[config.mk]
export PLATFORM = sky130hd
export DESIGN_NAME = vlan_tag_strip_classify_flat
export DESIGN_NICKNAME = d
export VERILOG_FILES = /design/src/hw/rtl/vts_pkg.sv /design/src/hw/rtl/vts_if.sv /design/src/hw/rtl/vts_parse.sv /design/src/hw/rtl/vts_serial.sv /design/src/hw/rtl/vlan_tag_strip_classify.sv /design/src/flat_wrapper.sv
export SDC_FILE = /design/constraint.sdc
export NUM_CORES = 1
export LEC_CHECK = 0
export BUFFER_PORTS_ARGS = -buffer_cell sky130_fd_sc_hd__buf_4
export CORE_MARGIN = 2
export CORE_UTILIZATION = 55
export DETAILED_ROUTE_END_ITERATION = 6
export GPL_TIMING_DRIVEN = 0
export PLACE_DENSITY = 0.83
export SLEW_MARGIN = 15
export SYNTH_ARGS = -nofsm -noshare
export SYNTH_HDL_FRONTEND = slang
export SYNTH_SLANG_ARGS = --single-unit
[constraint.sdc]
create_clock -name clock -period 2.5 [get_ports clock]
set_clock_uncertainty 0.05 [all_clocks]
set_input_delay 0.5 -clock clock [delete_from_list [all_inputs] [get_ports clock]]
set_output_delay 0.5 -clock clock [all_outputs]
set_load 0.01 [all_outputs]
[src/hw/rtl/vts_pkg.sv]
// Shared types and constants for the VLAN tag strip / classify block.
// No dependencies; used by the interfaces and every module in hw/rtl.
package vts_pkg;

   localparam int unsigned POS_W   = 5;
   localparam int unsigned BYTE_W  = 8;
   localparam int unsigned TPID_W  = 16;
   localparam int unsigned VID_W   = 12;
   localparam int unsigned CSR_IDX_W = 1;
   localparam int unsigned RUN_MAX = 3;

   // Frame positions of interest
   localparam logic [POS_W-1:0] POS_TAG0 = 5'd12;  // first TPID byte
   localparam logic [POS_W-1:0] POS_TAG1 = 5'd13;  // second TPID byte
   localparam logic [POS_W-1:0] POS_TCI0 = 5'd14;  // first TCI byte
   localparam logic [POS_W-1:0] POS_TCI1 = 5'd15;  // second TCI byte
   localparam logic [POS_W-1:0] POS_PASS = 5'd16;  // past the tag, saturates

   localparam logic [VID_W-1:0] VID_MASK = 12'hfff;

   localparam logic [TPID_W-1:0] TPID_PRIMARY_RST   = 16'h8100;
   localparam logic [TPID_W-1:0] TPID_SECONDARY_RST = 16'h88a8;

   // CSR register indexes
   localparam logic [CSR_IDX_W-1:0] CSR_TPID_PRIMARY   = 1'd0;
   localparam logic [CSR_IDX_W-1:0] CSR_TPID_SECONDARY = 1'd1;

   typedef logic [BYTE_W-1:0] byte_type;

   // Up to three output words caused by one input word.
   typedef struct packed {
      logic [1:0]                  count;
      logic [RUN_MAX-1:0][BYTE_W-1:0] bytes;
      logic [RUN_MAX-1:0]          present;
      logic                        frame_end;  // applies to the last word
      logic [VID_W-1:0]            gate;
   } run_type;

   typedef struct packed {
      logic can_load;   // a new run may be loaded this cycle
      logic last;       // word on the output is the last of its run
   } ser_status_type;

endpackage

[src/hw/rtl/vts_if.sv]
// Channel interfaces for the VLAN tag strip / classify block.
// Depends on vts_pkg for field widths.
interface vts_req_if;
   logic                       valid;
   logic                       ready;
   logic [vts_pkg::BYTE_W-1:0] data_byte;
   logic                       frame_end;

   modport source (output valid, output data_byte, output frame_end, input ready);
   modport sink   (input valid, input data_byte, input frame_end, output ready);
endinterface

interface vts_rsp_if;
   logic                       valid;
   logic                       ready;
   logic [vts_pkg::BYTE_W-1:0] out_byte;
   logic                       byte_present;
   logic                       out_frame_end;
   logic [vts_pkg::VID_W-1:0]  gate;
   logic                       run_end;

   modport source (output valid, output out_byte, output byte_present,
                   output out_frame_end, output gate, output run_end, input ready);
   modport sink   (input valid, input out_byte, input byte_present,
                   input out_frame_end, input gate, input run_end, output ready);
endinterface

interface vts_csr_if;
   logic                          valid;
   logic                          ready;
   logic [vts_pkg::CSR_IDX_W-1:0] index;
   logic [vts_pkg::TPID_W-1:0]    data;

   modport source (output valid, output index, output data, input ready);
   modport sink   (input valid, input index, input data, output ready);
endinterface

[src/hw/rtl/vts_parse.sv]
// Frame position tracking, TPID match and run building for one input word.
// Depends on vts_pkg.
module vts_parse (
   input  logic                        clock,
   input  logic                        reset,
   input  logic                        accept,
   input  logic [vts_pkg::BYTE_W-1:0]  data_byte,
   input  logic                        frame_end,
   input  logic [vts_pkg::TPID_W-1:0]  tpid_primary,
   input  logic [vts_pkg::TPID_W-1:0]  tpid_secondary,
   output vts_pkg::run_type            run
);

   logic [vts_pkg::POS_W-1:0]  pos_ff, pos_in;
   logic                       tag_seen_ff, tag_seen_in;
   logic [vts_pkg::VID_W-1:0]  vid_ff, vid_in;
   logic [vts_pkg::BYTE_W-1:0] held0_ff, held0_in;
   logic [vts_pkg::BYTE_W-1:0] held1_ff, held1_in;
   logic [vts_pkg::BYTE_W-1:0] held2_ff, held2_in;
   logic [vts_pkg::TPID_W-1:0] tpid;
   logic                       match;

   assign tpid  = {held0_ff, data_byte};
   assign match = (tpid == tpid_primary) || (tpid == tpid_secondary);

   always_comb begin
      pos_in      = pos_ff;
      tag_seen_in = tag_seen_ff;
      vid_in      = vid_ff;
      held0_in    = held0_ff;
      held1_in    = held1_ff;
      held2_in    = held2_ff;
      run         = '0;

      if (pos_ff < vts_pkg::POS_TAG0 || pos_ff >= vts_pkg::POS_PASS) begin
         run.count      = 2'd1;
         run.bytes[0]   = data_byte;
         run.present[0] = 1'b1;
         run.frame_end  = frame_end;
         run.gate       = tag_seen_ff ? vid_ff : '0;
         pos_in = (pos_ff < vts_pkg::POS_PASS) ? pos_ff + 5'd1 : vts_pkg::POS_PASS;
      end else if (pos_ff == vts_pkg::POS_TAG0) begin
         held0_in = data_byte;
         if (frame_end) begin
            run.count      = 2'd1;
            run.bytes[0]   = data_byte;
            run.present[0] = 1'b1;
            run.frame_end  = 1'b1;
         end else begin
            pos_in = vts_pkg::POS_TAG1;
         end
      end else if (pos_ff == vts_pkg::POS_TAG1) begin
         held1_in = data_byte;
         if (frame_end || !match) begin
            // release both TPID bytes: the held one and this one
            run.count     = 2'd2;
            run.bytes[0]  = held0_ff;
            run.bytes[1]  = data_byte;
            run.present   = 3'b011;
            run.frame_end = frame_end;
            pos_in        = vts_pkg::POS_PASS;
         end else begin
            tag_seen_in = 1'b1;
            pos_in      = vts_pkg::POS_TCI0;
         end
      end else if (pos_ff == vts_pkg::POS_TCI0) begin
         held2_in = data_byte;
         if (frame_end) begin
            // tag cut short: frame goes out unchanged
            run.count     = 2'd3;
            run.bytes[0]  = held0_ff;
            run.bytes[1]  = held1_ff;
            run.bytes[2]  = data_byte;
            run.present   = 3'b111;
            run.frame_end = 1'b1;
         end else begin
            pos_in = vts_pkg::POS_TCI1;
         end
      end else begin
         vid_in = {held2_ff[3:0], data_byte} & vts_pkg::VID_MASK;
         if (frame_end) begin
            // end-only marker carries the VLAN ID
            run.count     = 2'd1;
            run.frame_end = 1'b1;
            run.gate      = vid_in;
         end else begin
            pos_in = vts_pkg::POS_PASS;
         end
      end

      if (frame_end) begin
         pos_in      = '0;
         tag_seen_in = 1'b0;
         vid_in      = '0;
      end
   end

   always_ff @(posedge clock) begin
      if (reset) begin
         pos_ff      <= '0;
         tag_seen_ff <= 1'b0;
         vid_ff      <= '0;
      end else if (accept) begin
         pos_ff      <= pos_in;
         tag_seen_ff <= tag_seen_in;
         vid_ff      <= vid_in;
      end
   end

   always_ff @(posedge clock) begin
      if (accept) begin
         held0_ff <= held0_in;
         held1_ff <= held1_in;
         held2_ff <= held2_in;
      end
   end

endmodule

[src/hw/rtl/vts_serial.sv]
// Result register: holds a run of up to three words, sends one per ready cycle.
// Depends on vts_pkg and vts_if.
module vts_serial (
   input  logic                   clock,
   input  logic                   reset,
   input  logic                   load,
   input  vts_pkg::run_type       run,
   output vts_pkg::ser_status_type status,
   vts_rsp_if.source              rsp
);

   logic [1:0]                                   count_ff, count_in;
   logic [vts_pkg::RUN_MAX-1:0][vts_pkg::BYTE_W-1:0] bytes_ff, bytes_in;
   logic [vts_pkg::RUN_MAX-1:0]                  present_ff, present_in;
   logic                                         fend_ff, fend_in;
   logic [vts_pkg::VID_W-1:0]                    gate_ff, gate_in;
   logic                                         take;
   logic                                         last;

   assign last = (count_ff == 2'd1);
   assign take = rsp.valid && rsp.ready;

   assign status.last     = last;
   assign status.can_load = (count_ff == 2'd0) || (last && rsp.ready);

   assign rsp.valid         = (count_ff != 2'd0);
   assign rsp.out_byte      = bytes_ff[0];
   assign rsp.byte_present  = present_ff[0];
   assign rsp.out_frame_end = fend_ff && last;
   assign rsp.gate          = (fend_ff && last) ? gate_ff : '0;
   assign rsp.run_end       = last;

   always_comb begin
      count_in   = count_ff;
      bytes_in   = bytes_ff;
      present_in = present_ff;
      fend_in    = fend_ff;
      gate_in    = gate_ff;
      if (load) begin
         count_in   = run.count;
         bytes_in   = run.bytes;
         present_in = run.present;
         fend_in    = run.frame_end;
         gate_in    = run.gate;
      end else if (take) begin
         count_in   = count_ff - 2'd1;
         bytes_in   = {8'h00, bytes_ff[2:1]};
         present_in = {1'b0, present_ff[2:1]};
      end
   end

   always_ff @(posedge clock) begin
      if (reset) begin
         count_ff <= '0;
      end else begin
         count_ff <= count_in;
      end
   end

   always_ff @(posedge clock) begin
      bytes_ff   <= bytes_in;
      present_ff <= present_in;
      fend_ff    <= fend_in;
      gate_ff    <= gate_in;
   end

endmodule

[src/hw/rtl/vlan_tag_strip_classify.sv]
// VLAN tag strip / classify: byte stream in, tag-stripped stream plus VLAN ID out.
// Depends on vts_pkg, vts_if, vts_parse and vts_serial.
//
// Usage:
//   req  - one frame word per handshake: data_byte and frame_end (last byte).
//   rsp  - output words: out_byte/byte_present, out_frame_end with gate (the
//          VLAN ID, 0 if untagged) and run_end on the last word caused by
//          one input word.
//   csr  - register writes (index 0: primary TPID, index 1: secondary TPID);
//          always ready, write only while the block is idle.
// The first word of a run is on rsp in the cycle after the input word is taken.
// Each input word makes zero to three output words, sent one per cycle from
// the result register while rsp.ready is high; a new input word is taken
// every cycle while each run is a single word and rsp.ready is high; a run
// of two or three words holds req.ready low until its last word is taken.
// Tag bytes 12..15 of a tagged frame give no output bytes if it runs past byte 14.
// Reset: position and tag state cleared, TPIDs return to 0x8100 / 0x88a8,
// result register empty.
// Stall: when rsp.ready is low the current word holds and req.ready drops
// once the pending word is not the last of its run or is stalled.
module vlan_tag_strip_classify (
   input  logic        clock,
   input  logic        reset,
   vts_req_if.sink     req,
   vts_rsp_if.source   rsp,
   vts_csr_if.sink     csr
);

   logic [vts_pkg::TPID_W-1:0] tpid_primary_ff;
   logic [vts_pkg::TPID_W-1:0] tpid_secondary_ff;
   logic                       accept;
   vts_pkg::run_type           run;
   vts_pkg::ser_status_type    ser_status;

   assign csr.ready = 1'b1;
   assign req.ready = ser_status.can_load;
   assign accept    = req.valid && req.ready;

   always_ff @(posedge clock) begin
      if (reset) begin
         tpid_primary_ff   <= vts_pkg::TPID_PRIMARY_RST;
         tpid_secondary_ff <= vts_pkg::TPID_SECONDARY_RST;
      end else if (csr.valid && csr.ready) begin
         case (csr.index)
            vts_pkg::CSR_TPID_PRIMARY:   tpid_primary_ff   <= csr.data;
            vts_pkg::CSR_TPID_SECONDARY: tpid_secondary_ff <= csr.data;
            default: ;
         endcase
      end
   end

   vts_parse u_parse (
      .clock          (clock),
      .reset          (reset),
      .accept         (accept),
      .data_byte      (req.data_byte),
      .frame_end      (req.frame_end),
      .tpid_primary   (tpid_primary_ff),
      .tpid_secondary (tpid_secondary_ff),
      .run            (run)
   );

   vts_serial u_serial (
      .clock  (clock),
      .reset  (reset),
      .load   (accept),
      .run    (run),
      .status (ser_status),
      .rsp    (rsp)
   );

   // frame end always closes its run
   a_fend_last: assert property (@(posedge clock) disable iff (reset)
      (rsp.valid && rsp.out_frame_end) |-> rsp.run_end)
      else $error("frame end not on last word of run");

   // an end-only marker must close the frame
   a_marker_end: assert property (@(posedge clock) disable iff (reset)
      (rsp.valid && !rsp.byte_present) |-> rsp.out_frame_end)
      else $error("empty word without frame end");

   // a new word is only taken when the pending run is done
   a_no_overrun: assert property (@(posedge clock) disable iff (reset)
      (req.valid && req.ready) |-> (!rsp.valid || (rsp.ready && ser_status.last)))
      else $error("input taken over a pending run");

   // a stalled word holds its place in the run
   a_stall_hold: assert property (@(posedge clock) disable iff (reset)
      (rsp.valid && !rsp.ready) |=> (rsp.valid && $stable(rsp.run_end)))
      else $error("stalled run changed");

endmodule

[src/flat_wrapper.sv]
// flat-port wrapper written by rule: the top's interface ports become plain ports
module vlan_tag_strip_classify_flat 
  (clock, reset, req_valid, req_data_byte, req_frame_end, req_ready, rsp_valid, rsp_out_byte, rsp_byte_present, rsp_out_frame_end, rsp_gate, rsp_run_end, rsp_ready, csr_valid, csr_index, csr_data, csr_ready);
  vts_req_if req_i ();
  vts_rsp_if rsp_i ();
  vts_csr_if csr_i ();
  input  logic clock;
  input  logic reset;
  input wire logic [$bits(req_i.valid)-1:0] req_valid;
  input wire logic [$bits(req_i.data_byte)-1:0] req_data_byte;
  input wire logic [$bits(req_i.frame_end)-1:0] req_frame_end;
  output wire logic [$bits(req_i.ready)-1:0] req_ready;
  output wire logic [$bits(rsp_i.valid)-1:0] rsp_valid;
  output wire logic [$bits(rsp_i.out_byte)-1:0] rsp_out_byte;
  output wire logic [$bits(rsp_i.byte_present)-1:0] rsp_byte_present;
  output wire logic [$bits(rsp_i.out_frame_end)-1:0] rsp_out_frame_end;
  output wire logic [$bits(rsp_i.gate)-1:0] rsp_gate;
  output wire logic [$bits(rsp_i.run_end)-1:0] rsp_run_end;
  input wire logic [$bits(rsp_i.ready)-1:0] rsp_ready;
  input wire logic [$bits(csr_i.valid)-1:0] csr_valid;
  input wire logic [$bits(csr_i.index)-1:0] csr_index;
  input wire logic [$bits(csr_i.data)-1:0] csr_data;
  output wire logic [$bits(csr_i.ready)-1:0] csr_ready;
  assign req_i.valid = req_valid;
  assign req_i.data_byte = req_data_byte;
  assign req_i.frame_end = req_frame_end;
  assign req_ready = req_i.ready;
  assign rsp_valid = rsp_i.valid;
  assign rsp_out_byte = rsp_i.out_byte;
  assign rsp_byte_present = rsp_i.byte_present;
  assign rsp_out_frame_end = rsp_i.out_frame_end;
  assign rsp_gate = rsp_i.gate;
  assign rsp_run_end = rsp_i.run_end;
  assign rsp_i.ready = rsp_ready;
  assign csr_i.valid = csr_valid;
  assign csr_i.index = csr_index;
  assign csr_i.data = csr_data;
  assign csr_ready = csr_i.ready;
  vlan_tag_strip_classify u_core (.clock(clock), .reset(reset), .req(req_i), .rsp(rsp_i), .csr(csr_i));
endmodule
Word level (Yosys, flattened, before mapping)

Index checks and enable logic that the tools add are counted.

Word-level logic and storage cells: 106
Output and inout bits: 26
Bits in registers: 112
Bits of input ports: 31

Bitwise logic cells: 4
Equal/unequal tests: 11
$lt $le $gt $ge: 3
Add/sub/neg operators: 2
Reduce and logical (&&, ||, !) cells: 20
Multiplexer cells: 51

Operator list:

| kind                                                                  | number |
|---|---|
| 12-bit two-way mux                                                    | 10 |
| 24-bit two-way mux                                                    | 2 |
| 20-bit two-way mux                                                    | 2 |
| 5-bit two-way mux                                                     | 7 |
| 16-bit equality test                                                  | 2 |
| 16-bit two-way mux                                                    | 2 |
| 8-bit two-way mux                                                     | 4 |
| 30-bit two-way mux                                                    | 1 |
| 27-bit two-way mux                                                    | 1 |
| 2-bit two-way mux                                                     | 11 |
| 5-bit by 4-bit equality test with 1-bit output, second input constant | 3 |
| 5-bit AND reduction                                                   | 3 |
| 14-bit two-way mux                                                    | 1 |
| 13-bit two-way mux                                                    | 1 |
| 2-bit inequality test, second input constant                          | 5 |
| 1-bit two-way mux                                                     | 7 |
| 3-bit two-way mux                                                     | 2 |
| 2-bit nonzero test                                                    | 3 |
| 5-bit by 1-bit adder with 5-bit output, second input constant         | 1 |
| 5-bit >= comparator, second input constant                            | 1 |
| 5-bit by 4-bit < comparator with 1-bit output, second input constant  | 1 |
| 5-bit < comparator, second input constant                             | 1 |
| 1-bit logical AND                                                     | 4 |
| 1-bit logical OR                                                      | 4 |
| other kinds (8)                                                       | 12 |

Depth between registers and ports, before layout

Gate-level depths: netlist of the first run.

Depth after elaboration: 9
Gate-level depth with buffers: 9
Mapped depth without buffers: 8

Modules after synthesis

From an unflattened synthesis of the first run, not the netlist that was laid out.

Cells, all modules: 509
Area, all modules: 5535.3 µm²

By module, submodules not included:

| module                  | times used | cells each | area an instance (µm²) | sequential area each (µm²) |
|---|---|---|---|---|
| vts_parse               | 1          | 264        | 2353.5                 | 960.9 |
| vts_serial              | 1          | 114        | 1799.2                 | 1241.2 |
| vlan_tag_strip_classify | 1          | 131        | 1382.6                 | 640.6 |

Worst setup path after synthesis of the first run

Ideal clock, no wire load.

Kind: register to register
From: register u_core.u_serial.count_ff[0]
To: register u_core.u_parse.vid_ff[0] in the netlist's numbering
Clock period less this slack: 2.287 ns
Stages on the path, launching flop included: 10
Required time: 2.385 ns
Buffers on the path: 1
Path slack: 0.213 ns
Arrival time: 2.172 ns
Setup time: 0.065 ns
Cells stage by stage: dfxtp_1 inv_1 ha_1 a21o_2 nand2_2 clkinv_1 o21ai_0 clkbuf_1 a22oi_1 nor2_1

Cells in the longest elaborated chain, start to end: 5
Elaborated cells on any way between the ends: 6
Classes of those cells: eq/ne (1); reduce/logical (5)

RTL lines:

| element                                        | line                          | source |
|---|---|---|
| start, declared                                | vts_serial.sv:12              | `logic [1:0] count_ff, count_in;` |
| start signal, assigned                         | vts_serial.sv:56              | `count_ff <= count_in;` |
| 2-bit by 1-bit equality test with 1-bit output | vts_serial.sv:20              | `assign last = (count_ff == 2'd1);` |
| 1-bit logical AND                              | vts_serial.sv:24              | `assign status.can_load = (count_ff == 2'd0) \|\| (last && rsp.ready);` |
| 1-bit logical OR *                             | vts_serial.sv:24              |  |
| named net req_ready                            | flat_wrapper.sv:12            | `output wire logic [$bits(req_i.ready)-1:0] req_ready;` |
| 1-bit logical AND *                            | vlan_tag_strip_classify.sv:37 | `assign accept = req.valid && req.ready;` |
| named net u_core.accept                        | vlan_tag_strip_classify.sv:31 | `logic accept;` |
| 5-bit AND reduction (no line) *                | n/a                           |  |
| end signal, assigned                           | vts_parse.sv:106              | `vid_ff <= vid_in;` |
| end, declared                                  | vts_parse.sv:16               | `logic [vts_pkg::VID_W-1:0] vid_ff, vid_in;` |

Mark *: on every way through the listed nets, which the timed path passes. The rest lies on a longest branch.
A chain may end at the register's enable or synchronous reset.

==> metrics.yaml, run 1 <==
finish:
  final-seq-area_mm2: 0.00284
  fill_cells: 739
  syn2layout_area_growth_pct: 14.5
  antenna_cells: 0
  layout.nets: 611
  layout_common_cells: "nand2_1, buf_4, edfxtp_1, dfxtp_1, a21oi_1"
  multi_input_area_mm2: 0.00216
  post-route-util_pct: 65.4
  drive_gt1_share_pct: 20.7
  layout_commonest_cell: "nand2_1"
  final_area_mm2: 0.00610
setup_path:
  worst_r2r_path_depth: 6
  reg2reg_to: "u_core.u_serial.rsp.out_byte[5]$_DFFE_PP_"
  crit_path_max_fanout: 10
  crit_slowest_cell: "clkbuf_1"
  critical_path.top_delay_family: "simple AND/OR/NAND/NOR gates"
  r2r-start: "u_core.u_parse.held0_ff[4]$_DFFE_PP_"
  slowest_delay_ns: 0.47
  crit_required_ns: 2.58
  cp-end-kind: "register"
  critPathLaunchType: "input port"
  crit_buf_inv: 3
  path_class: "in -> reg"
  crit_chain: "buf_4, clkbuf_1, xor2_1, nor4_1, nand4_1, nand2_1, clkbuf_2, a31oi_1"
  crit_arrival_ns: 2.50
  rrSetupSlack_ns: 0.10
clock_tree:
  cts_buffer_depth: 2
  hold_buffers: 0
  cts.sink_count: 112
  clk_pin_slew_ns: 0.10
  cts_root_buf: "clkbuf_8"
  post_cts_buffers: 0
  cts_tree: "built"
  clock_latency_ns: 0.38
  htreeDepth: 3
  numCtsBuffers: 9
timing:
  rsz0062_at_grt: "false"
  worst_pin_slew_ns: 1.06
  slew_headroom_pct: 29.1
  setup_viol: 0
  period_share_pct: 96.8
  setup-tns-final_ns: 0
  slew_violations: 0
  fmax_mhz: 413
  hold_viol_final: 0
  fin_ws_ns: 0.0807
  period_needed_ns: 2.42
min_path:
  holdPathEnd: "u_core.u_parse.held1_ff[5]$_DFFE_PP_"
  worstHoldPathType: "in -> reg"
  whs_path_depth: 1
  min_from: "req_data_byte[5]"
global_routing:
  first_global_vias: 3842
  grt_pass1_wl_um: 19500
  grt_max_degree: 29
  grt.total_usage_pct: 24.6
  antenna_found_initial: 0
  gr-total-overflow: 0
logic_synthesis:
  yosys_warnings: 0
  seq_area_frac_synth_pct: 53.4
  synth.avg_cell_area_um2: 10.5
  ys_seq_elements: 112
  synth_ff_type: "edfxtp_1"
  synth_cell_types: 54
  syn_inst: 508
  synth.cell_area_mm2: 0.00533
  synthesis.nets: 545
  synth_enable_flop_cells: 60
  async_reset_ff_share_pct: 0
floorplanning:
  dieArea_mm2: 0.0105
  die_height_um: 102
  core_mm2: 0.00933
  start_util_pct: 57.1
  rows: 35
  io_pins: 57
  die_x_um: 102
placement:
  place_area_mm2: 0.00590
  io_buffers: 55
  dp_worst_setup_slack_ns: -0.508
  place.gp.congestion: 0.885
  hpwl_um: 8750
route:
  routed_wire_length_per_instance_um: 17.2
  first_pass_iters: 6
  drc_errors: 0
  vias: 4131
  antenna_left: 0
  vias_per_cell: 5.83
  wl_um: 12200
  first_iter_violations: 391
job:
  max_cap_violations: 0
power_and_ir_drop:
  power.density_mw_per_mm2: 662
  ir_drop_mv: 0.340
  cellLeakagePower_nw: 2.43
outcome:
  status: "finished, final reports clean"
## through the flow
| step | cells | hold slack (ns) | power, mW |
|---|---|---|---|
| 2_1_floorplan | 508 | 0.382 | 2.74 |
| 3_3_place_gp | 692 | 0.394 | 3.00 |
| 3_5_place_dp | 692 | 0.398 | 3.03 |
| 4_1_cts | 708 | 0.258 | 4.03 |
| 5_1_grt | 708 | 0.247 | 4.22 |
| 6_report | 708 | 0.259 | 4.04 |
## worst max path at each step
stage / startpoint / endpoint / slack [ns] / depth (start not counted)
after global routing: req_data_byte[2] / u_core.u_serial.rsp.out_byte[5]$_DFFE_PP_ / 0.02 / 8
after CTS: u_core.u_serial.count_ff[0]$_SDFFE_PP0P_ / u_core.u_parse.vid_ff[2]$_SDFFE_PP0P_ / 0.01 / 9
after floorplan: u_core.u_serial.count_ff[0]$_SDFFE_PP0P_ / u_core.u_parse.vid_ff[0]$_SDFFE_PP0P_ / 0.21 / 9
final: req_data_byte[6] / u_core.u_serial.rsp.out_byte[5]$_DFFE_PP_ / 0.08 / 8
after global placement: req_data_byte[1] / u_core.u_serial.rsp.out_byte[6]$_DFFE_PP_ / -0.40 / 8
after detailed placement: req_data_byte[7] / u_core.u_serial.rsp.out_byte[5]$_DFFE_PP_ / -0.51 / 8
## cell type report
cell class | count | area share (%)
plain buffers | 48 | 4.80
well taps | 129 | 2.65
clock inverters | 4 | 0.780
inverters | 10 | 0.657
multi-input cells | 338 | 35.5
clock buffers | 12 | 2.22
repair buffers | 55 | 6.77
flip-flops and latches | 112 | 46.6
## per-layer routing
layer	global-route usage (%)	routed length, um	up-vias
met5	0	0	-
li1	-	-	1965
met4	11.1	383	0
met3	6.09	1130	26
met2	37.9	5670	206
met1	33.2	5000	1934
## logic make-up (layout without fill, tap and decap cells)
family	count (synthesis)	count (layout)	share of synthesized area, %
and+or+nand+nor	169	169	15.3
xor gates and xnor gates	32	32	5.26
buffers and inverters	58	129	6.08
DFF	112	112	53.4
muxes	9	9	1.88
adders and majority gates	6	6	1.41
other	1	1	0.0704
AOI/OAI and AO/OA	121	121	16.6
## flip-flops by register name, summed over array words and instances, names as in the netlist
| register | count |
|---|---|
| u_core.u_serial.bytes_ff | 16 |
| u_core.u_parse.tag_seen_ff | 1 |
| u_core.u_serial.present_ff | 3 |
| u_core.u_parse.held2_ff | 4 |
| u_core.u_parse.pos_ff | 5 |
| u_core.u_parse.vid_ff | 12 |
| u_core.u_parse.held1_ff | 8 |
| u_core.u_serial.count_ff | 2 |
| u_core.u_serial.gate_ff | 12 |
| u_core.u_serial.rsp.out_byte | 8 |
| u_core.u_serial.fend_ff | 1 |
| u_core.u_parse.held0_ff | 8 |
| u_core.tpid_secondary_ff | 16 |
| u_core.tpid_primary_ff | 16 |
## synthesized netlist by cell type (10+ instances only)
cell type / instances / area [um2]
a21oi_1: 36 / 180
a22o_1: 12 / 105
a22oi_1: 21 / 158
a31oi_1: 19 / 119
and2_1: 12 / 75.1
and3_1: 12 / 75.1
buf_4: 10 / 75.1
clkbuf_1: 29 / 109
dfxtp_1: 52 / 1040
edfxtp_1: 60 / 1800
nand2_1: 82 / 308
nor2_1: 24 / 90.1
nor4_1: 12 / 75.1
xor2_1: 32 / 280
## power by group
group          total, mW  switching [mW]  internal (mW)
clock               1.04           0.579          0.462
sequential          2.20          0.0646           2.13
combinational      0.798           0.448          0.351
total               4.04            1.09           2.95
## what timing repair did
action / in CTS / in global routing
pin swaps: 0 / 1
endpoints found under the hold margin: 0 / 0
gates resized for setup: 3 / 8
cloned: 0 / 0
endpoints found under the setup margin: 31 / 30
## worst register-to-register path, stage by stage (launching register included)
cell	delay (ns)
edfxtp_1	0.48
xor2_1	0.18
nor4_1	0.49
nand4_1	0.31
nand2_1	0.24
clkbuf_2	0.27
a31oi_1	0.13
Note: power is estimated with default switching activity, not from simulation.
==> run 2, diff against run 1 <==
--- a/config.mk
+++ b/config.mk
@@ -11,6 +11,8 @@
 export DETAILED_ROUTE_END_ITERATION = 6
 export GPL_TIMING_DRIVEN = 0
 export PLACE_DENSITY = 0.83
+export RECOVER_POWER = 50
+export SKIP_CTS_REPAIR_TIMING = 1
 export SLEW_MARGIN = 15
 export SYNTH_ARGS = -nofsm -noshare
 export SYNTH_HDL_FRONTEND = slang
==> constraint.sdc (replaced) <==
create_clock -name clock -period 2.3 [get_ports clock]
set_clock_uncertainty 0.05 [all_clocks]
set_input_delay 0.46 -clock clock [delete_from_list [all_inputs] [get_ports clock]]
set_output_delay 0.46 -clock clock [all_outputs]
set_load 0.01 [all_outputs]
==> run 2 against run 1 <==
  * The flow now finishes with violations (negative setup slack)
  * Power grew 9.0%
  * Utilization increased by 0.16 points
  * Sequential share of layout area fell by 0.094 points
  * Setup slack worse by 0.13 ns
  * Via count up 0.68%
  * Sequential power rose by 9%
  * Non-clock buffer count increased by 5
  * Clock-buffer cell count stayed put
  * Worst hold slack worse by 0.024 ns
  * Combinational power is 9.6% higher
  * Largest cell class unchanged
  * Largest power group unchanged
==> metrics.yaml, run 2 (synthesis results as in run 1) <==
outcome:
  status: "finished, violations left"  # was finished, final reports clean
  violations: "negative setup slack"
setup_path:
  rrSetupSlack_ns: 0.05  # was 0.10 ns
  cp-end-kind: "register"  # unchanged
  worst_r2r_path_depth: 6  # unchanged
  critical_path.top_delay_family: "simple AND/OR/NAND/NOR gates"  # unchanged
  slowest_delay_ns: 0.46  # was 0.47 ns
  reg2reg_to: "u_core.u_serial.bytes_ff[8]$_DFFE_PP_"  # was u_core.u_serial.rsp.out_byte[5]$_DFFE_PP_
  crit_buf_inv: 3  # unchanged
  crit_slowest_cell: "clkbuf_1"  # unchanged
  crit_required_ns: 2.37  # was 2.58 ns
  crit_path_max_fanout: 10  # unchanged
  crit_arrival_ns: 2.42  # was 2.50 ns
  critPathLaunchType: "input port"  # unchanged
  crit_chain: "buf_4, clkbuf_1, xor2_1, nor4_1, nand4_1, nand2_1, clkbuf_2, a31oi_2"  # was buf_4, clkbuf_1, xor2_1, nor4_1, nand4_1, nand2_1, clkbuf_2, a31oi_1
  worstSetupStartpoint: "req_data_byte[6]"  # unchanged
  r2r-start: "u_core.u_parse.held0_ff[0]$_DFFE_PP_"  # was u_core.u_parse.held0_ff[4]$_DFFE_PP_
  path_class: "in -> reg"  # unchanged
finish:
  layout.nets: 617  # was 611
  drive_gt1_share_pct: 20.0  # was 20.7%
  reg_top3: "u_core.tpid_primary_ff x16, u_core.tpid_secondary_ff x16, u_core.u_serial.bytes_ff x16"  # unchanged
  stdcell_count: 714  # was 708
  multi_input_area_mm2: 0.00218  # was 0.00216 mm2
  syn2layout_area_growth_pct: 14.8  # was 14.5%
  final-seq-area_mm2: 0.00284  # about the same
  layout_common_cells: "nand2_1, edfxtp_1, dfxtp_1, buf_4, clkbuf_1"  # was nand2_1, buf_4, edfxtp_1, dfxtp_1, a21oi_1
  final_area_mm2: 0.00611  # was 0.00610 mm2
  fill_cells: 741  # was 739
  antenna_cells: 0  # unchanged
  layout_commonest_cell: "nand2_1"  # unchanged
clock_tree:
  clk_pin_slew_ns: 0.09  # was 0.10 ns
  clock_latency_ns: 0.38  # about the same
  cts.sink_count: 112  # unchanged
  cts_tree: "built"  # unchanged
  cts_root_buf: "clkbuf_8"  # unchanged
  cts_buffer_depth: 2  # unchanged
  numCtsBuffers: 9  # unchanged
  htreeDepth: 3  # unchanged
route:
  wl_um: 12600  # was 12,200 um
  antenna_left: 0  # unchanged
  first_pass_iters: 6  # unchanged
  drc_errors: 0  # unchanged
  vias_per_cell: 5.82  # was 5.83
  vias: 4159  # was 4,131
  first_iter_violations: 375  # was 391
  routed_wire_length_per_instance_um: 17.6  # was 17.2 um
min_path:
  worstHoldPathType: "in -> reg"  # unchanged
  whs_path_depth: 1  # unchanged
  holdPathEnd: "u_core.u_parse.held1_ff[6]$_DFFE_PP_"  # was u_core.u_parse.held1_ff[5]$_DFFE_PP_
  min_from: "req_data_byte[6]"  # was req_data_byte[5]
placement:
  place_area_mm2: 0.00590  # unchanged
  place.gp.congestion: 0.885  # unchanged
  io_buffers: 55  # unchanged
  dp_worst_setup_slack_ns: -0.668  # was -0.508 ns
  hpwl_um: 8750  # unchanged
  placed_cells: 692  # unchanged
power_and_ir_drop:
  comb_power_share_pct: 19.9  # was 19.8%
  pwr-share-seq_pct: 54.3  # was 54.4%
  cellLeakagePower_nw: 2.40  # was 2.43 nW
  p_int_mw: 3.19  # was 2.95 mW
  power.density_mw_per_mm2: 720  # was 662 mW/mm2
  clock_power_share_pct: 25.8  # about the same
  ir_drop_mv: 0.376  # was 0.340 mV
  swShare_pct: 27.4  # was 27.0%
  switchingPower_mw: 1.21  # was 1.09 mW
timing:
  period_share_pct: 102
  slew_violations: 0  # unchanged
  hold_viol_final: 0  # unchanged
  setup_viol: 10  # was 0
  worst_pin_slew_ns: 1.07  # was 1.06 ns
  fin_ws_ns: -0.0512  # was 0.0807 ns
  setup-tns-final_ns: -0.403  # was 0 ns
  rsz0062_at_grt: "true"  # was false
  period_needed_ns: 2.35
  slew_headroom_pct: 28.8  # was 29.1%
  fmax_mhz: 425
floorplanning:
  rows: 35  # unchanged
  dieArea_mm2: 0.0105  # unchanged
  core_mm2: 0.00933  # unchanged
  die_x_um: 102  # unchanged
  io_pins: 57  # unchanged
  die_height_um: 102  # unchanged
  start_util_pct: 57.1  # unchanged
global_routing:
  gr-total-overflow: 0  # unchanged
  grt.total_usage_pct: 24.6  # unchanged
  grt_pass1_wl_um: 19500  # unchanged
  first_global_vias: 3842  # unchanged
  antenna_found_initial: 0  # unchanged
  grt_max_degree: 29  # unchanged
job:
  max_cap_violations: 0  # unchanged
## run 2: layout make-up
| type | count | share of cell area (%) |
|---|---|---|
| multi-input cells | 338 | 35.7 |
| flip-flops and latches | 112 | 46.5 |
| plain buffers | 48 | 4.75 |
| clock inverters | 4 | 0.778 |
| clock buffers | 12 | 2.21 |
| well taps | 129 | 2.64 |
| inverters | 10 | 0.676 |
| repair buffers | 60 | 6.65 |
| repair inverters | 1 | 0.0819 |
## run 2: worst max path at each step
stage               slack (ns)  cells past startpoint                                        end
floorplan                 0.01                      9      u_core.u_parse.vid_ff[0]$_SDFFE_PP0P_
global placement         -0.56                      8  u_core.u_serial.rsp.out_byte[6]$_DFFE_PP_
detailed placement       -0.67                      8  u_core.u_serial.rsp.out_byte[5]$_DFFE_PP_
CTS                      -0.54                      9      u_core.u_parse.vid_ff[2]$_SDFFE_PP0P_
global route             -0.11                      8  u_core.u_serial.rsp.out_byte[5]$_DFFE_PP_
finish                   -0.05                      8      u_core.u_serial.bytes_ff[8]$_DFFE_PP_
## run 2: per-layer routing
metal / GRT usage [%] / share of wire [%]
met1: 33.2 / 42
met2: 37.9 / 47
met3: 6.09 / 8.3
met4: 11.1 / 2.7
met5: 0 / 0
## run 2: stage by stage
stage,hold WS (ns),utilization (%),power (mW)
after floorplan,0.382,-,2.98
after global placement,0.394,63.2,3.26
after detailed placement,0.398,63.2,3.29
after CTS,0.218,65.2,4.38
after global routing,0.221,65.5,4.59
final,0.235,65.5,4.40
## run 2: power groups by stage
| stage | combinational (mW) | sequential [mW] | clock [mW] |
|---|---|---|---|
| after floorplan | 0.563 | 2.42 | 0 |
| after global placement | 0.834 | 2.43 | 0 |
| after detailed placement | 0.858 | 2.44 | 0 |
| after CTS | 0.861 | 2.39 | 1.13 |
| after global routing | 0.962 | 2.41 | 1.22 |
| final | 0.875 | 2.39 | 1.14 |
==> run 3, diff against run 2 <==
--- a/config.mk
+++ b/config.mk
@@ -10,7 +10,7 @@
 export CORE_UTILIZATION = 55
 export DETAILED_ROUTE_END_ITERATION = 6
 export GPL_TIMING_DRIVEN = 0
-export PLACE_DENSITY = 0.83
+export PLACE_DENSITY = 0.84
 export RECOVER_POWER = 50
 export SKIP_CTS_REPAIR_TIMING = 1
 export SLEW_MARGIN = 15
==> run 3 against run 2 <==
  * The flow now finishes without violations
  * Critical path depth unchanged
  * Cell area increased by 0.82%
  * Global-route usage grew 0.11 points
  * Worst hold slack got worse by 0.027 ns
  * Register-to-register slack about the same
  * Die area did not move
  * Utilization increased by 0.54 points
  * First-iteration DRC count shrank 6.7%
  * Maximum frequency grew 3.2%
  * Clock power about the same
  * Sequential power barely moved
  * Final cell count is 0.14% higher
  * Critical path type unchanged
==> metrics.yaml, run 3 (synthesis results as in run 1) <==
clock_tree:
  cts.sink_count: 112  # unchanged
  htreeDepth: 3  # unchanged
  clock_latency_ns: 0.38  # about the same
  cts_buffer_depth: 2  # unchanged
  numCtsBuffers: 9  # unchanged
  clk_pin_slew_ns: 0.11  # was 0.09 ns
  cts_root_buf: "clkbuf_8"  # unchanged
  cts_tree: "built"  # unchanged
route:
  antenna_left: 0  # unchanged
  drc_errors: 0  # unchanged
  vias_per_cell: 5.83  # was 5.82
  wl_um: 12500  # was 12,600 um
  first_pass_iters: 5  # was 6
  routed_wire_length_per_instance_um: 17.5  # was 17.6 um
  vias: 4165  # was 4,159
  first_iter_violations: 350  # was 375
floorplanning:
  io_pins: 57  # unchanged
  start_util_pct: 57.1  # unchanged
  die_height_um: 102  # unchanged
  rows: 35  # unchanged
  dieArea_mm2: 0.0105  # unchanged
  core_mm2: 0.00933  # unchanged
  die_x_um: 102  # unchanged
finish:
  fill_cells: 747  # was 741
  reg_top3: "u_core.tpid_primary_ff x16, u_core.tpid_secondary_ff x16, u_core.u_serial.bytes_ff x16"  # unchanged
  antenna_cells: 0  # unchanged
  syn2layout_area_growth_pct: 15.7  # was 14.8%
  drive_gt1_share_pct: 21.3  # was 20.0%
  layout.nets: 618  # was 617
  layout_common_cells: "nand2_1, edfxtp_1, dfxtp_1, buf_4, a21oi_1"  # was nand2_1, edfxtp_1, dfxtp_1, buf_4, clkbuf_1
  stdcell_count: 715  # was 714
  final_area_mm2: 0.00616  # was 0.00611 mm2
  layout_commonest_cell: "nand2_1"  # unchanged
power_and_ir_drop:
  switchingPower_mw: 1.25  # was 1.21 mW
  clock_power_share_pct: 26.3  # was 25.8%
  cellLeakagePower_nw: 2.42  # was 2.40 nW
  finalPower_mw: 4.44  # was 4.40 mW
  swShare_pct: 28.0  # was 27.4%
  ir_drop_mv: 0.429  # was 0.376 mV
  comb_power_share_pct: 19.9  # about the same
  power.density_mw_per_mm2: 721  # was 720 mW/mm2
  p_int_mw: 3.20  # was 3.19 mW
  pwr-share-seq_pct: 53.7  # was 54.3%
placement:
  place.gp.congestion: 0.883  # was 0.885
  io_buffers: 55  # unchanged
  hpwl_um: 8770  # was 8750 um
  place_area_mm2: 0.00590  # unchanged
  placed_cells: 692  # unchanged
setup_path:
  slowest_delay_ns: 0.37  # was 0.46 ns
  rrSetupSlack_ns: 0.04  # was 0.05 ns
  critPathLaunchType: "input port"  # unchanged
  r2r-start: "u_core.u_parse.pos_ff[0]$_SDFFE_PP0P_"  # was u_core.u_parse.held0_ff[0]$_DFFE_PP_
  path_class: "in -> reg"  # unchanged
  cp-end-kind: "register"  # unchanged
  crit_path_max_fanout: 10  # unchanged
  crit_arrival_ns: 2.36  # was 2.42 ns
  worstSetupStartpoint: "req_data_byte[3]"  # was req_data_byte[6]
  crit_slowest_cell: "clkbuf_1"  # unchanged
  worst_r2r_path_depth: 7  # was 6
  crit_required_ns: 2.39  # was 2.37 ns
  reg2reg_to: "u_core.u_serial.rsp.out_byte[1]$_DFFE_PP_"  # was u_core.u_serial.bytes_ff[8]$_DFFE_PP_
  crit_chain: "buf_4, clkbuf_1, xor2_1, nor4_1, nand4_1, nand2_2, clkbuf_2, a31oi_1"  # was buf_4, clkbuf_1, xor2_1, nor4_1, nand4_1, nand2_1, clkbuf_2, a31oi_2
timing:
  fmax_mhz: 439  # was 425 MHz
  period_share_pct: 99.1  # was 102%
  timing.hold.ws_ns: 0.208  # was 0.235 ns
  worst_pin_slew_ns: 1.06  # was 1.07 ns
  slew_violations: 0  # unchanged
  period_needed_ns: 2.28  # was 2.35 ns
  hold_viol_final: 0  # unchanged
  setup_viol: 0  # was 10
  slew_headroom_pct: 29.6  # was 28.8%
global_routing:
  grt_pass1_wl_um: 19600  # was 19,500 um
  grt.total_usage_pct: 24.7  # was 24.6%
  antenna_found_initial: 0  # unchanged
  grt_max_degree: 29  # unchanged
  first_global_vias: 3995  # was 3,842
  gr-total-overflow: 0  # unchanged
job:
  max_cap_violations: 0  # unchanged
min_path:
  holdPathEnd: "u_core.u_parse.held1_ff[5]$_DFFE_PP_"  # was u_core.u_parse.held1_ff[6]$_DFFE_PP_
  worstHoldPathType: "in -> reg"  # unchanged
  whs_path_depth: 1  # unchanged
  min_from: "req_data_byte[5]"  # was req_data_byte[6]
outcome:
  status: "finished, final reports clean"  # was finished, violations left
run 3: changes by cell type in the layout (fill, tap and decap cells not counted), moves of 2 or more:
cell,delta
clkbuf_1,-7
clkbuf_4,-2
buf_4,+2
clkbuf_2,+4
run 3: critical path, delay by kind of cell:
family,cells,cell delay (ns)
and+or+nand+nor,3,0.90
buffers and inverters,3,0.75
xor gates and xnor gates,1,0.12
AOI/OAI and AO/OA,1,0.13
run 3: per-stage QoR:
step,TNS (ns),setup WS [ns],util [%]
floorplan,0,0.0134,-
global route,-0.0959,-0.0573,66.0
global placement,-13.39,-0.552,63.2
CTS,-11.69,-0.545,65.3
detailed placement,-17.68,-0.642,63.2
finish,0,0.0207,66.0
run 3: layer usage:
metal	share of wire [%]	GRT usage (%)	vias up	wire length, um
li1	-	-	1984	-
met1	42	31.6	1959	5220
met2	48	40.2	185	5970
met3	6.7	4.58	37	835
met4	4.2	13.1	0	522
met5	0	0	-	0
run 3: layout make-up:
| class | instances | area (um2) | share of cell area (%) |
|---|---|---|---|
| flip-flops and latches | 112 | 2840 | 46.1 |
| multi-input cells | 338 | 2200 | 35.7 |
| repair buffers | 61 | 414 | 6.72 |
| plain buffers | 48 | 302 | 4.89 |
| well taps | 129 | 161 | 2.62 |
| clock buffers | 9 | 124 | 2.01 |
| clock inverters | 7 | 71.3 | 1.16 |
| inverters | 10 | 41.3 | 0.670 |
| repair inverters | 1 | 5.00 | 0.0812 |
run 3: power by group through the flow:
stage	registers [mW]	clock network [mW]	logic, mW
after global routing	2.41	1.26	0.973
after global placement	2.43	0	0.833
after CTS	2.39	1.18	0.864
after detailed placement	2.43	0	0.858
after floorplan	2.42	0	0.563
final	2.39	1.17	0.886
run 3: worst max-delay path by stage:
stage / end / slack, ns / cells after the start
after CTS: u_core.u_parse.vid_ff[1]$_SDFFE_PP0P_ / -0.55 / 9
after global placement: u_core.u_serial.rsp.out_byte[6]$_DFFE_PP_ / -0.55 / 8
final: u_core.u_serial.rsp.out_byte[6]$_DFFE_PP_ / 0.02 / 8
after floorplan: u_core.u_parse.vid_ff[0]$_SDFFE_PP0P_ / 0.01 / 9
after global routing: u_core.u_serial.rsp.out_byte[1]$_DFFE_PP_ / -0.06 / 7
after detailed placement: u_core.u_serial.rsp.out_byte[7]$_DFFE_PP_ / -0.64 / 8
